**src/rtl/rfpbl_pkg.sv**
```systemverilog
// shared types and constants for the pulse bucket learner and decoder
package rfpbl_pkg;

  localparam int DUR_W          = 16;
  localparam int SUM_W          = 18;
  localparam int KIND_W         = 3;
  localparam int POS_W          = 8;
  localparam int MODE_W         = 2;
  localparam int NIB_W          = 4;
  localparam int CFG_IDX_W      = 2;

  localparam int NUM_BUCKETS_DEF = 16;
  localparam int MAX_BYTES_DEF   = 128;

  localparam logic [DUR_W-1:0] FOOTER_RST = 16'd3000;
  localparam logic [DUR_W-1:0] PULSE_RST  = 16'd100;
  localparam logic [NIB_W-1:0] NIB_MASK   = 4'hF;

  localparam logic [CFG_IDX_W-1:0] CFG_MIN_FOOTER = 2'd0;
  localparam logic [CFG_IDX_W-1:0] CFG_MIN_PULSE  = 2'd1;

  localparam logic [KIND_W-1:0] KIND_STATUS = 3'd0;
  localparam logic [KIND_W-1:0] KIND_DATA   = 3'd1;
  localparam logic [KIND_W-1:0] KIND_BUCKET = 3'd2;
  localparam logic [KIND_W-1:0] KIND_FEND   = 3'd3;
  localparam logic [KIND_W-1:0] KIND_ABORT  = 3'd4;

  localparam logic [MODE_W-1:0] MODE_IDLE   = 2'd0;
  localparam logic [MODE_W-1:0] MODE_LEARN  = 2'd1;
  localparam logic [MODE_W-1:0] MODE_DECODE = 2'd2;
  localparam logic [MODE_W-1:0] MODE_DONE   = 2'd3;

  typedef struct packed {
    logic load;
    logic avg;
    logic shift;
  } cell_ctl_t;

endpackage

```
**src/rtl/rfpbl_bucket_cell.sv**
```systemverilog
// one timing bucket: holds its time, matches a pulse, averages, shifts to its neighbour
module rfpbl_bucket_cell (
  input  logic                      clk,
  input  rfpbl_pkg::cell_ctl_t      ctl,
  input  logic [rfpbl_pkg::DUR_W-1:0] dur,
  input  logic [rfpbl_pkg::SUM_W-1:0] delta,
  input  logic [rfpbl_pkg::DUR_W-1:0] shift_in,
  output logic [rfpbl_pkg::DUR_W-1:0] time_q,
  output logic                      match_r
);
  import rfpbl_pkg::*;

  logic [DUR_W-1:0] time_r;
  logic [DUR_W-1:0] time_nxt;
  logic [SUM_W-1:0] avg_sum;
  logic             match_nxt;

  assign avg_sum   = SUM_W'(time_r) + SUM_W'(dur);
  assign match_nxt = (SUM_W'(time_r) < SUM_W'(dur) + delta) &&
                     (SUM_W'(dur) < SUM_W'(time_r) + delta);

  always_comb begin
    time_nxt = time_r;
    if (ctl.load) begin
      time_nxt = dur;
    end else if (ctl.avg) begin
      time_nxt = avg_sum[DUR_W:1];
    end else if (ctl.shift) begin
      time_nxt = shift_in;
    end
  end

  always_ff @(posedge clk) begin
    time_r  <= time_nxt;
    match_r <= match_nxt;
  end

  assign time_q = time_r;

endmodule

```
**src/rtl/rf_pulse_bucket_learner_decoder_top.sv**
```systemverilog
// top level: sequencer, configuration registers and the row of bucket cells
// an accepted item is registered, matched in S_MATCH and emitted from S_EXEC
// items are taken only in S_IDLE; a frame end emits the buckets in use, then KIND_FEND
// the bucket table is read out by shifting it down the cell row, one bucket per cycle
// unless stalled; output stall adds cycles only while a result is pending
// reset: synchronous rst_n clears mode, counters and config to defaults; bucket times hold
module rf_pulse_bucket_learner_decoder_top #(
  parameter int NUM_BUCKETS = rfpbl_pkg::NUM_BUCKETS_DEF,
  parameter int MAX_BYTES   = rfpbl_pkg::MAX_BYTES_DEF
) (
  input  logic                            clk,
  input  logic                            rst_n,
  input  logic                            in_valid,
  output logic                            in_stall,
  input  logic                            in_action,
  input  logic [rfpbl_pkg::DUR_W-1:0]     in_duration,
  output logic                            out_valid,
  input  logic                            out_stall,
  output logic [rfpbl_pkg::KIND_W-1:0]    out_kind,
  output logic [rfpbl_pkg::DUR_W-1:0]     out_value,
  output logic [rfpbl_pkg::POS_W-1:0]     out_position,
  output logic                            out_half_pending,
  output logic [rfpbl_pkg::MODE_W-1:0]    out_mode,
  output logic                            out_last,
  input  logic                            cfg_valid,
  output logic                            cfg_ready,
  input  logic [rfpbl_pkg::CFG_IDX_W-1:0] cfg_index,
  input  logic [rfpbl_pkg::DUR_W-1:0]     cfg_data
);
  import rfpbl_pkg::*;

  localparam int IDX_W  = $clog2(NUM_BUCKETS);
  localparam int USED_W = $clog2(NUM_BUCKETS + 1);

  typedef enum logic [5:0] {
    S_IDLE  = 6'b000001,
    S_MATCH = 6'b000010,
    S_EXEC  = 6'b000100,
    S_DUMP  = 6'b001000,
    S_FEND  = 6'b010000,
    S_ABORT = 6'b100000
  } state_t;

  state_t              state_r, state_nxt;
  logic [DUR_W-1:0]    footer_r, footer_nxt;
  logic [DUR_W-1:0]    pulse_r, pulse_nxt;
  logic                act_r;
  logic [DUR_W-1:0]    dur_r;
  logic [MODE_W-1:0]   mode_r, mode_nxt;
  logic [DUR_W-1:0]    sync_r, sync_nxt;
  logic [USED_W-1:0]   used_r, used_nxt;
  logic [POS_W-1:0]    bpos_r, bpos_nxt;
  logic                phase_r, phase_nxt;
  logic [NIB_W-1:0]    hi_r, hi_nxt;
  logic [USED_W-1:0]   dcnt_r, dcnt_nxt;

  logic                out_valid_r;
  logic [KIND_W-1:0]   out_kind_r;
  logic [DUR_W-1:0]    out_value_r;
  logic [POS_W-1:0]    out_pos_r;
  logic                out_half_r;
  logic [MODE_W-1:0]   out_mode_r;
  logic                out_last_r;

  logic                out_free;
  logic                emit;
  logic [KIND_W-1:0]   e_kind;
  logic [DUR_W-1:0]    e_value;
  logic [POS_W-1:0]    e_pos;
  logic                e_half;
  logic                e_last;

  logic [SUM_W-1:0]    delta;
  logic [SUM_W-1:0]    sync_fd;
  logic                near_sync;
  logic                too_long;
  logic                hit;
  logic [IDX_W-1:0]    hit_idx;
  logic [POS_W-1:0]    bpos_inc;

  logic                load_en, avg_en, shift_en;
  logic [IDX_W-1:0]    tgt_idx;

  cell_ctl_t           ctl   [NUM_BUCKETS];
  logic [DUR_W-1:0]    times [NUM_BUCKETS];
  logic [DUR_W-1:0]    sh_in [NUM_BUCKETS];
  logic [NUM_BUCKETS-1:0] match;

  // bucket cell row
  for (genvar g = 0; g < NUM_BUCKETS; g++) begin : g_cell
    if (g == NUM_BUCKETS - 1) begin : g_end
      assign sh_in[g] = '0;
    end else begin : g_mid
      assign sh_in[g] = times[g+1];
    end
    assign ctl[g].load  = load_en && (tgt_idx == IDX_W'(g));
    assign ctl[g].avg   = avg_en && (tgt_idx == IDX_W'(g));
    assign ctl[g].shift = shift_en;
    rfpbl_bucket_cell u_cell (
      .clk      (clk),
      .ctl      (ctl[g]),
      .dur      (dur_r),
      .delta    (delta),
      .shift_in (sh_in[g]),
      .time_q   (times[g]),
      .match_r  (match[g])
    );
  end

  assign delta     = SUM_W'(dur_r >> 2) + SUM_W'(dur_r >> 3);
  assign sync_fd   = SUM_W'(sync_r >> 2);
  assign near_sync = (SUM_W'(sync_r) < SUM_W'(dur_r) + sync_fd) &&
                     (SUM_W'(dur_r) < SUM_W'(sync_r) + sync_fd);
  assign too_long  = SUM_W'(dur_r) > SUM_W'(sync_r) + sync_fd;
  assign bpos_inc  = bpos_r + POS_W'(1);

  // first matching bucket in use
  always_comb begin
    hit     = 1'b0;
    hit_idx = '0;
    for (int i = NUM_BUCKETS - 1; i >= 0; i--) begin
      if (match[i] && (USED_W'(i) < used_r)) begin
        hit     = 1'b1;
        hit_idx = IDX_W'(i);
      end
    end
  end

  assign out_free  = !out_valid_r || !out_stall;
  assign in_stall  = (state_r != S_IDLE);
  assign cfg_ready = 1'b1;

  always_comb begin
    footer_nxt = footer_r;
    pulse_nxt  = pulse_r;
    if (cfg_valid && cfg_ready) begin
      unique case (cfg_index)
        CFG_MIN_FOOTER: footer_nxt = cfg_data;
        CFG_MIN_PULSE:  pulse_nxt  = cfg_data;
        default: ;
      endcase
    end
  end

  always_comb begin
    state_nxt = state_r;
    mode_nxt  = mode_r;
    sync_nxt  = sync_r;
    used_nxt  = used_r;
    bpos_nxt  = bpos_r;
    phase_nxt = phase_r;
    hi_nxt    = hi_r;
    dcnt_nxt  = dcnt_r;
    load_en   = 1'b0;
    avg_en    = 1'b0;
    shift_en  = 1'b0;
    tgt_idx   = hit_idx;
    emit      = 1'b0;
    e_kind    = KIND_STATUS;
    e_value   = '0;
    e_pos     = '0;
    e_half    = 1'b0;
    e_last    = 1'b1;

    unique case (state_r)
      S_IDLE: begin
        if (in_valid) begin
          state_nxt = S_MATCH;
        end
      end
      S_MATCH: begin
        state_nxt = S_EXEC;
      end
      S_EXEC: begin
        if (out_free) begin
          emit      = 1'b1;
          state_nxt = S_IDLE;
          if (act_r) begin
            mode_nxt  = MODE_IDLE;
            used_nxt  = '0;
            bpos_nxt  = '0;
            phase_nxt = 1'b0;
          end else begin
            unique case (mode_r)
              MODE_IDLE: begin
                if (dur_r >= footer_r) begin
                  used_nxt = '0;
                  sync_nxt = dur_r;
                  mode_nxt = MODE_LEARN;
                end
              end
              MODE_LEARN: begin
                if (too_long) begin
                  sync_nxt = dur_r;
                  used_nxt = '0;
                end else if (near_sync && (used_r != '0)) begin
                  bpos_nxt  = '0;
                  phase_nxt = 1'b0;
                  mode_nxt  = MODE_DECODE;
                end else if (dur_r >= pulse_r) begin
                  if (hit) begin
                    avg_en = 1'b1;
                  end else if (used_r < USED_W'(NUM_BUCKETS)) begin
                    load_en  = 1'b1;
                    tgt_idx  = IDX_W'(used_r);
                    used_nxt = used_r + USED_W'(1);
                  end else begin
                    used_nxt = '0;
                    mode_nxt = MODE_IDLE;
                    e_kind   = KIND_ABORT;
                    e_value  = DUR_W'(MODE_LEARN);
                  end
                end else begin
                  mode_nxt = MODE_IDLE;
                  e_kind   = KIND_ABORT;
                  e_value  = DUR_W'(MODE_LEARN);
                end
              end
              MODE_DECODE: begin
                if (near_sync) begin
                  mode_nxt = MODE_DONE;
                  if (used_r != '0) begin
                    e_kind    = KIND_BUCKET;
                    e_value   = times[0];
                    e_last    = 1'b0;
                    shift_en  = 1'b1;
                    dcnt_nxt  = USED_W'(1);
                    state_nxt = (used_r == USED_W'(1)) ? S_FEND : S_DUMP;
                  end else begin
                    e_kind  = KIND_FEND;
                    e_value = sync_r;
                    e_pos   = bpos_r;
                    e_half  = phase_r;
                  end
                end else if (hit) begin
                  if (!phase_r) begin
                    hi_nxt    = NIB_W'(hit_idx) & NIB_MASK;
                    phase_nxt = 1'b1;
                  end else begin
                    e_kind    = KIND_DATA;
                    e_value   = DUR_W'({hi_r, NIB_W'(hit_idx) & NIB_MASK});
                    e_pos     = bpos_r;
                    bpos_nxt  = bpos_inc;
                    phase_nxt = 1'b0;
                    if (bpos_inc >= POS_W'(MAX_BYTES)) begin
                      used_nxt  = '0;
                      mode_nxt  = MODE_IDLE;
                      e_last    = 1'b0;
                      state_nxt = S_ABORT;
                    end
                  end
                end else begin
                  used_nxt = '0;
                  mode_nxt = MODE_IDLE;
                  e_kind   = KIND_ABORT;
                  e_value  = DUR_W'(MODE_DECODE);
                end
              end
              MODE_DONE: ;
              default: ;
            endcase
          end
          if (e_kind == KIND_STATUS) begin
            e_value = DUR_W'(mode_nxt);
          end
        end
      end
      S_DUMP: begin
        if (out_free) begin
          emit     = 1'b1;
          e_kind   = KIND_BUCKET;
          e_value  = times[0];
          e_pos    = POS_W'(dcnt_r);
          e_last   = 1'b0;
          shift_en = 1'b1;
          dcnt_nxt = dcnt_r + USED_W'(1);
          if (dcnt_nxt == used_r) begin
            state_nxt = S_FEND;
          end
        end
      end
      S_FEND: begin
        if (out_free) begin
          emit      = 1'b1;
          e_kind    = KIND_FEND;
          e_value   = sync_r;
          e_pos     = bpos_r;
          e_half    = phase_r;
          state_nxt = S_IDLE;
        end
      end
      S_ABORT: begin
        if (out_free) begin
          emit      = 1'b1;
          e_kind    = KIND_ABORT;
          e_value   = DUR_W'(MODE_DECODE);
          state_nxt = S_IDLE;
        end
      end
      default: begin
        state_nxt = S_IDLE;
      end
    endcase
  end

  always_ff @(posedge clk) begin
    if (!rst_n) begin
      state_r     <= S_IDLE;
      footer_r    <= FOOTER_RST;
      pulse_r     <= PULSE_RST;
      mode_r      <= MODE_IDLE;
      sync_r      <= '0;
      used_r      <= '0;
      bpos_r      <= '0;
      phase_r     <= 1'b0;
      hi_r        <= '0;
      dcnt_r      <= '0;
      out_valid_r <= 1'b0;
    end else begin
      state_r  <= state_nxt;
      footer_r <= footer_nxt;
      pulse_r  <= pulse_nxt;
      mode_r   <= mode_nxt;
      sync_r   <= sync_nxt;
      used_r   <= used_nxt;
      bpos_r   <= bpos_nxt;
      phase_r  <= phase_nxt;
      hi_r     <= hi_nxt;
      dcnt_r   <= dcnt_nxt;
      if (emit) begin
        out_valid_r <= 1'b1;
      end else if (!out_stall) begin
        out_valid_r <= 1'b0;
      end
    end
  end

  // item and result payload
  always_ff @(posedge clk) begin
    if (in_valid && !in_stall) begin
      act_r <= in_action;
      dur_r <= in_duration;
    end
    if (emit) begin
      out_kind_r  <= e_kind;
      out_value_r <= e_value;
      out_pos_r   <= e_pos;
      out_half_r  <= e_half;
      out_mode_r  <= mode_nxt;
      out_last_r  <= e_last;
    end
  end

  assign out_valid        = out_valid_r;
  assign out_kind         = out_kind_r;
  assign out_value        = out_value_r;
  assign out_position     = out_pos_r;
  assign out_half_pending = out_half_r;
  assign out_mode         = out_mode_r;
  assign out_last         = out_last_r;

endmodule
```
**config.mk**
```make
export PLATFORM = sky130hd
export DESIGN_NAME = rf_pulse_bucket_learner_decoder_top
export DESIGN_NICKNAME = d
export VERILOG_FILES = /design/src/rtl/rfpbl_pkg.sv /design/src/rtl/rfpbl_bucket_cell.sv /design/src/rtl/rf_pulse_bucket_learner_decoder_top.sv
export SDC_FILE = /design/constraint.sdc
export NUM_CORES = 2
export LEC_CHECK = 0
export BUFFER_PORTS_ARGS = -buffer_cell sky130_fd_sc_hd__buf_2
export CORE_MARGIN = 2
export CORE_UTILIZATION = 35
export DETAILED_ROUTE_END_ITERATION = 8
export PLACE_DENSITY = 0.5
export SYNTH_ARGS = -nofsm -noshare
export SYNTH_HDL_FRONTEND = slang
export SYNTH_SLANG_ARGS = --single-unit
export TNS_END_PERCENT = 50
```
**constraint.sdc**
```tcl
create_clock -name clk -period 7.92 [get_ports clk]
set_input_delay 0.792 -clock clk [delete_from_list [all_inputs] [get_ports clk]]
set_output_delay 0.792 -clock clk [all_outputs]
set_load 0.02 [all_outputs]
```
==> flow_summary_export.csv <==
group,metric,value,unit
sta,tightest_slew,1.22,ns
placement,gp_congestion,0.917,
clocking,tritoncts,"built",
power_and_ir_drop,p_total,16.0,mW
sta,rsz0062_at_grt,"no",
critical_path,r2r_slack,0.49,ns
critical_path,crit_end,"g_cell[5].u_cell.time_q[6]",
logic_synthesis,synth-seq-cells,400,
route,vias_per_cell,5.77,
global_routing,grt_usage,0.256,
logic_synthesis,syn_inst,6323,
global_routing,grt_pass1_wl,304000,um
floorplan,core,0.152,mm2
logic_synthesis,synth_edf_count,304,
floorplan,fp.dieH,396,um
clocking,cts_buffers,53,
critical_path,cp.required,8.21,ns
power_and_ir_drop,p_per_area,270,mW/mm2
critical_path,regToRegEndpoint,"g_cell[5].u_cell.time_q[6]",
clocking,cts_max_path_buffers,3,
global_routing,grt_max_degree,55,
clocking,insertion_delay,0.67,ns
cells_and_area,layout_common_cells,"ha_1, a21oi_1, nor2_1, o21ai_0, nand2_1",
logic_synthesis,netlist_area,0.0538,mm2
power_and_ir_drop,p_leak,25.9,nW
critical_path,slowest_stage,"a2111oi_1",
sta,slew_viol_final,0,
critical_path,crit_path_max_fanout,29,
hold_path,hold_path_class,"in2reg",
floorplan,dieArea,0.157,mm2
logic_synthesis,synth.net_count,7488,
sta,fmaxAchievable,0.135,GHz
logic_synthesis,synth-async-reset-ratio,0,
route,drtAntennaViolNets,0,
cells_and_area,fillCellCount,15500,
critical_path,crit_top_cell,"o21ai_0",
cells_and_area,nets,7597,
floorplan,row_count,143,
cells_and_area,area_growth,10.2,%
global_routing,grt_pass1_vias,46800,
sta,fin_crit,7.43,ns
floorplan,die_x,396,um
critical_path,setup.worst_path.start,"sync_r[3]",
cells_and_area,drive_above_1_share,0.0679,
flow_run,maxCapViolCount,0,
clocking,cts.sinks,400,
power_and_ir_drop,ir_worst_vdd,0.000228,V
global_routing,antenna_found_initial,12,
cells_and_area,layout_commonest_cell,"ha_1",
sta,max_slew_margin,0.187,
sta,clock_skew,0.0260,ns
sta,hold_viol_final,0,
status,status,"completed",
clocking,ctsRootBufferMaster,"clkbuf_16",
route,via_count,49100,
logic_synthesis,yosysSeqAreaShare,0.205,
critical_path,worstPathCellList,"ha_1 -> a21o_1 -> a21oi_1 -> o21bai_1 -> a21oi_1 -> o21ai_0 -> a211oi_1 -> o21ai_0 -> o211a_1 -> o21a_1 -> o21ai_0 -> xor2_1 -> ha_1 -> a2111oi_0 -> o21ai_0 -> o21a_1 -> o31ai_1 -> nor2_1 -> a2111oi_1 -> o2111ai_2 -> buf_4 -> nand3_1",
global_routing,grt_overflow_total,0,
floorplan,start_util,0.353,
logic_synthesis,synth_ff_type,"edfxtp_1",
clocking,cts_hold_buf,0,
route,drc,0,
critical_path,reg2reg_from,"sync_r[3]",
route,drt-total-wl,207000,um
critical_path,crit_type,"reg2reg",
clocking,htree_levels,2,
placement,portBuffers,72,
critical_path,cp-start-kind,"flop",
critical_path,reg2regPathDepth,22,
sta,finalSetupTns,0,ns
critical_path,arrival,7.71,ns
sta,setup_viol,0,
sta,period_share,0.938,
logic_synthesis,synth.avg_cell_area,8.52,um2
placement,dp_hpwl,148000,um
route,drt_iter0_markers,3787,
logic_synthesis,yosysWarningCount,0,
route,wl_per_cell,24.3,um
floorplan,io_pins,74,
critical_path,cpPeakStageDelay,1.04,ns
critical_path,crit_path_end_kind,"flop",
logic_synthesis,synth_cell_types,105,
clocking,clk_pin_slew,0.06,ns
route,first_pass_iters,6,
-- worst min path at each step --
stage,end,slack (ns),startpoint,cells past startpoint
2_1_floorplan,footer_r[10],0.44,footer_r[10],2
3_3_place_gp,pulse_r[1],0.45,pulse_r[1],2
3_5_place_dp,pulse_r[3],0.45,pulse_r[3],2
4_1_cts,dur_r[12],0.26,in_duration[12],1
5_1_grt,dur_r[9],0.28,in_duration[9],1
6_report,dur_r[12],0.29,in_duration[12],1
-- where the power goes --
part | switching [mW] | internal (mW) | total [mW]
sequential | 0.102 | 2.29 | 2.39
combinational | 6.73 | 4.26 | 11.0
clock | 1.13 | 1.53 | 2.66
-- critical path: cells and delay by family (launching register included) --
| family | cells | cell delay, ns |
|---|---|---|
| AOI/OAI and AO/OA | 16 | 4.57 |
| and+or+nand+nor | 2 | 1.05 |
| buffers and inverters | 1 | 0.30 |
| adders and majority gates | 2 | 0.51 |
| xor gates and xnor gates | 1 | 0.11 |
| DFF | 1 | 0.51 |
-- cells in the mapped netlist, drive strengths merged (126+ instances only) --
library cell / instances / area, um2
ha: 1089 / 13600
a21oi: 640 / 3210
xor2: 163 / 1430
edfxtp: 304 / 9130
nand3: 140 / 701
nor3: 160 / 806
nor2: 548 / 2090
xnor2: 277 / 2430
nand2: 412 / 1550
o21ai: 462 / 2320
inv: 274 / 1030
mux2i: 174 / 1740
nand2b: 126 / 788
a21o: 219 / 1640
-- layout make-up --
type | instances | area (um2) | share of cell area
diodes | 1 | 2.50 | 0.0000422
flip-flops and latches | 400 | 11100 | 0.186
clock buffers | 67 | 1530 | 0.0257
multi-input cells | 5493 | 41400 | 0.698
inverters | 275 | 1030 | 0.0174
repair buffers | 209 | 1440 | 0.0242
well taps | 2030 | 2540 | 0.0428
clock inverters | 33 | 347 | 0.00584
-- logic make-up after synthesis --
family / synth area share
mux: 0.0342
flops: 0.205
compound gates: 0.233
buf+inv: 0.0322
fa+ha+maj: 0.266
other cells: 0.0000696
xor+xnor: 0.0716
simple gates: 0.157
-- layer usage --
metal  global-route usage  routed length [um]
met1                0.351               94300
met4               0.0843                7520
met5                    0                  12
met2                0.417               92500
met3               0.0270               12200
-- sequential cells by signal (all words and copies together), names as in the netlist --
signal and count:
out_mode 2, g_cell.u_cell.match_r 16, dcnt_r 5, out_value 16, state_r 6, out_position 8
out_valid 1, out_last 1, mode_r 2, out_half_pending 1, dur_r 16, hi_r 4
bpos_r 8, footer_r 16, used_r 5, act_r 1, g_cell.u_cell.time_q 256, phase_r 1
out_kind 3, pulse_r 16, sync_r 16
-- per-stage QoR --
| stage | util | hold slack (ns) | worst slack (ns) | std cells | area (um2) |
|---|---|---|---|---|---|
| after floorplan | - | 0.436 | 0.776 | 6323 | 53800 |
| after global placement | 0.377 | 0.445 | 0.494 | 8407 | 57500 |
| after detailed placement | 0.377 | 0.448 | 0.638 | 8407 | 57500 |
| after CTS | 0.389 | 0.259 | 0.599 | 8507 | 59300 |
| after global routing | 0.389 | 0.285 | 0.0872 | 8507 | 59300 |
| final | 0.389 | 0.294 | 0.494 | 8508 | 59300 |
-- repair_timing --
action,in CTS,in global routing
buffers inserted,0,0
endpoints found under the setup margin,0,42
resized for setup,0,4
Note: power is estimated with default switching activity, not from simulation.
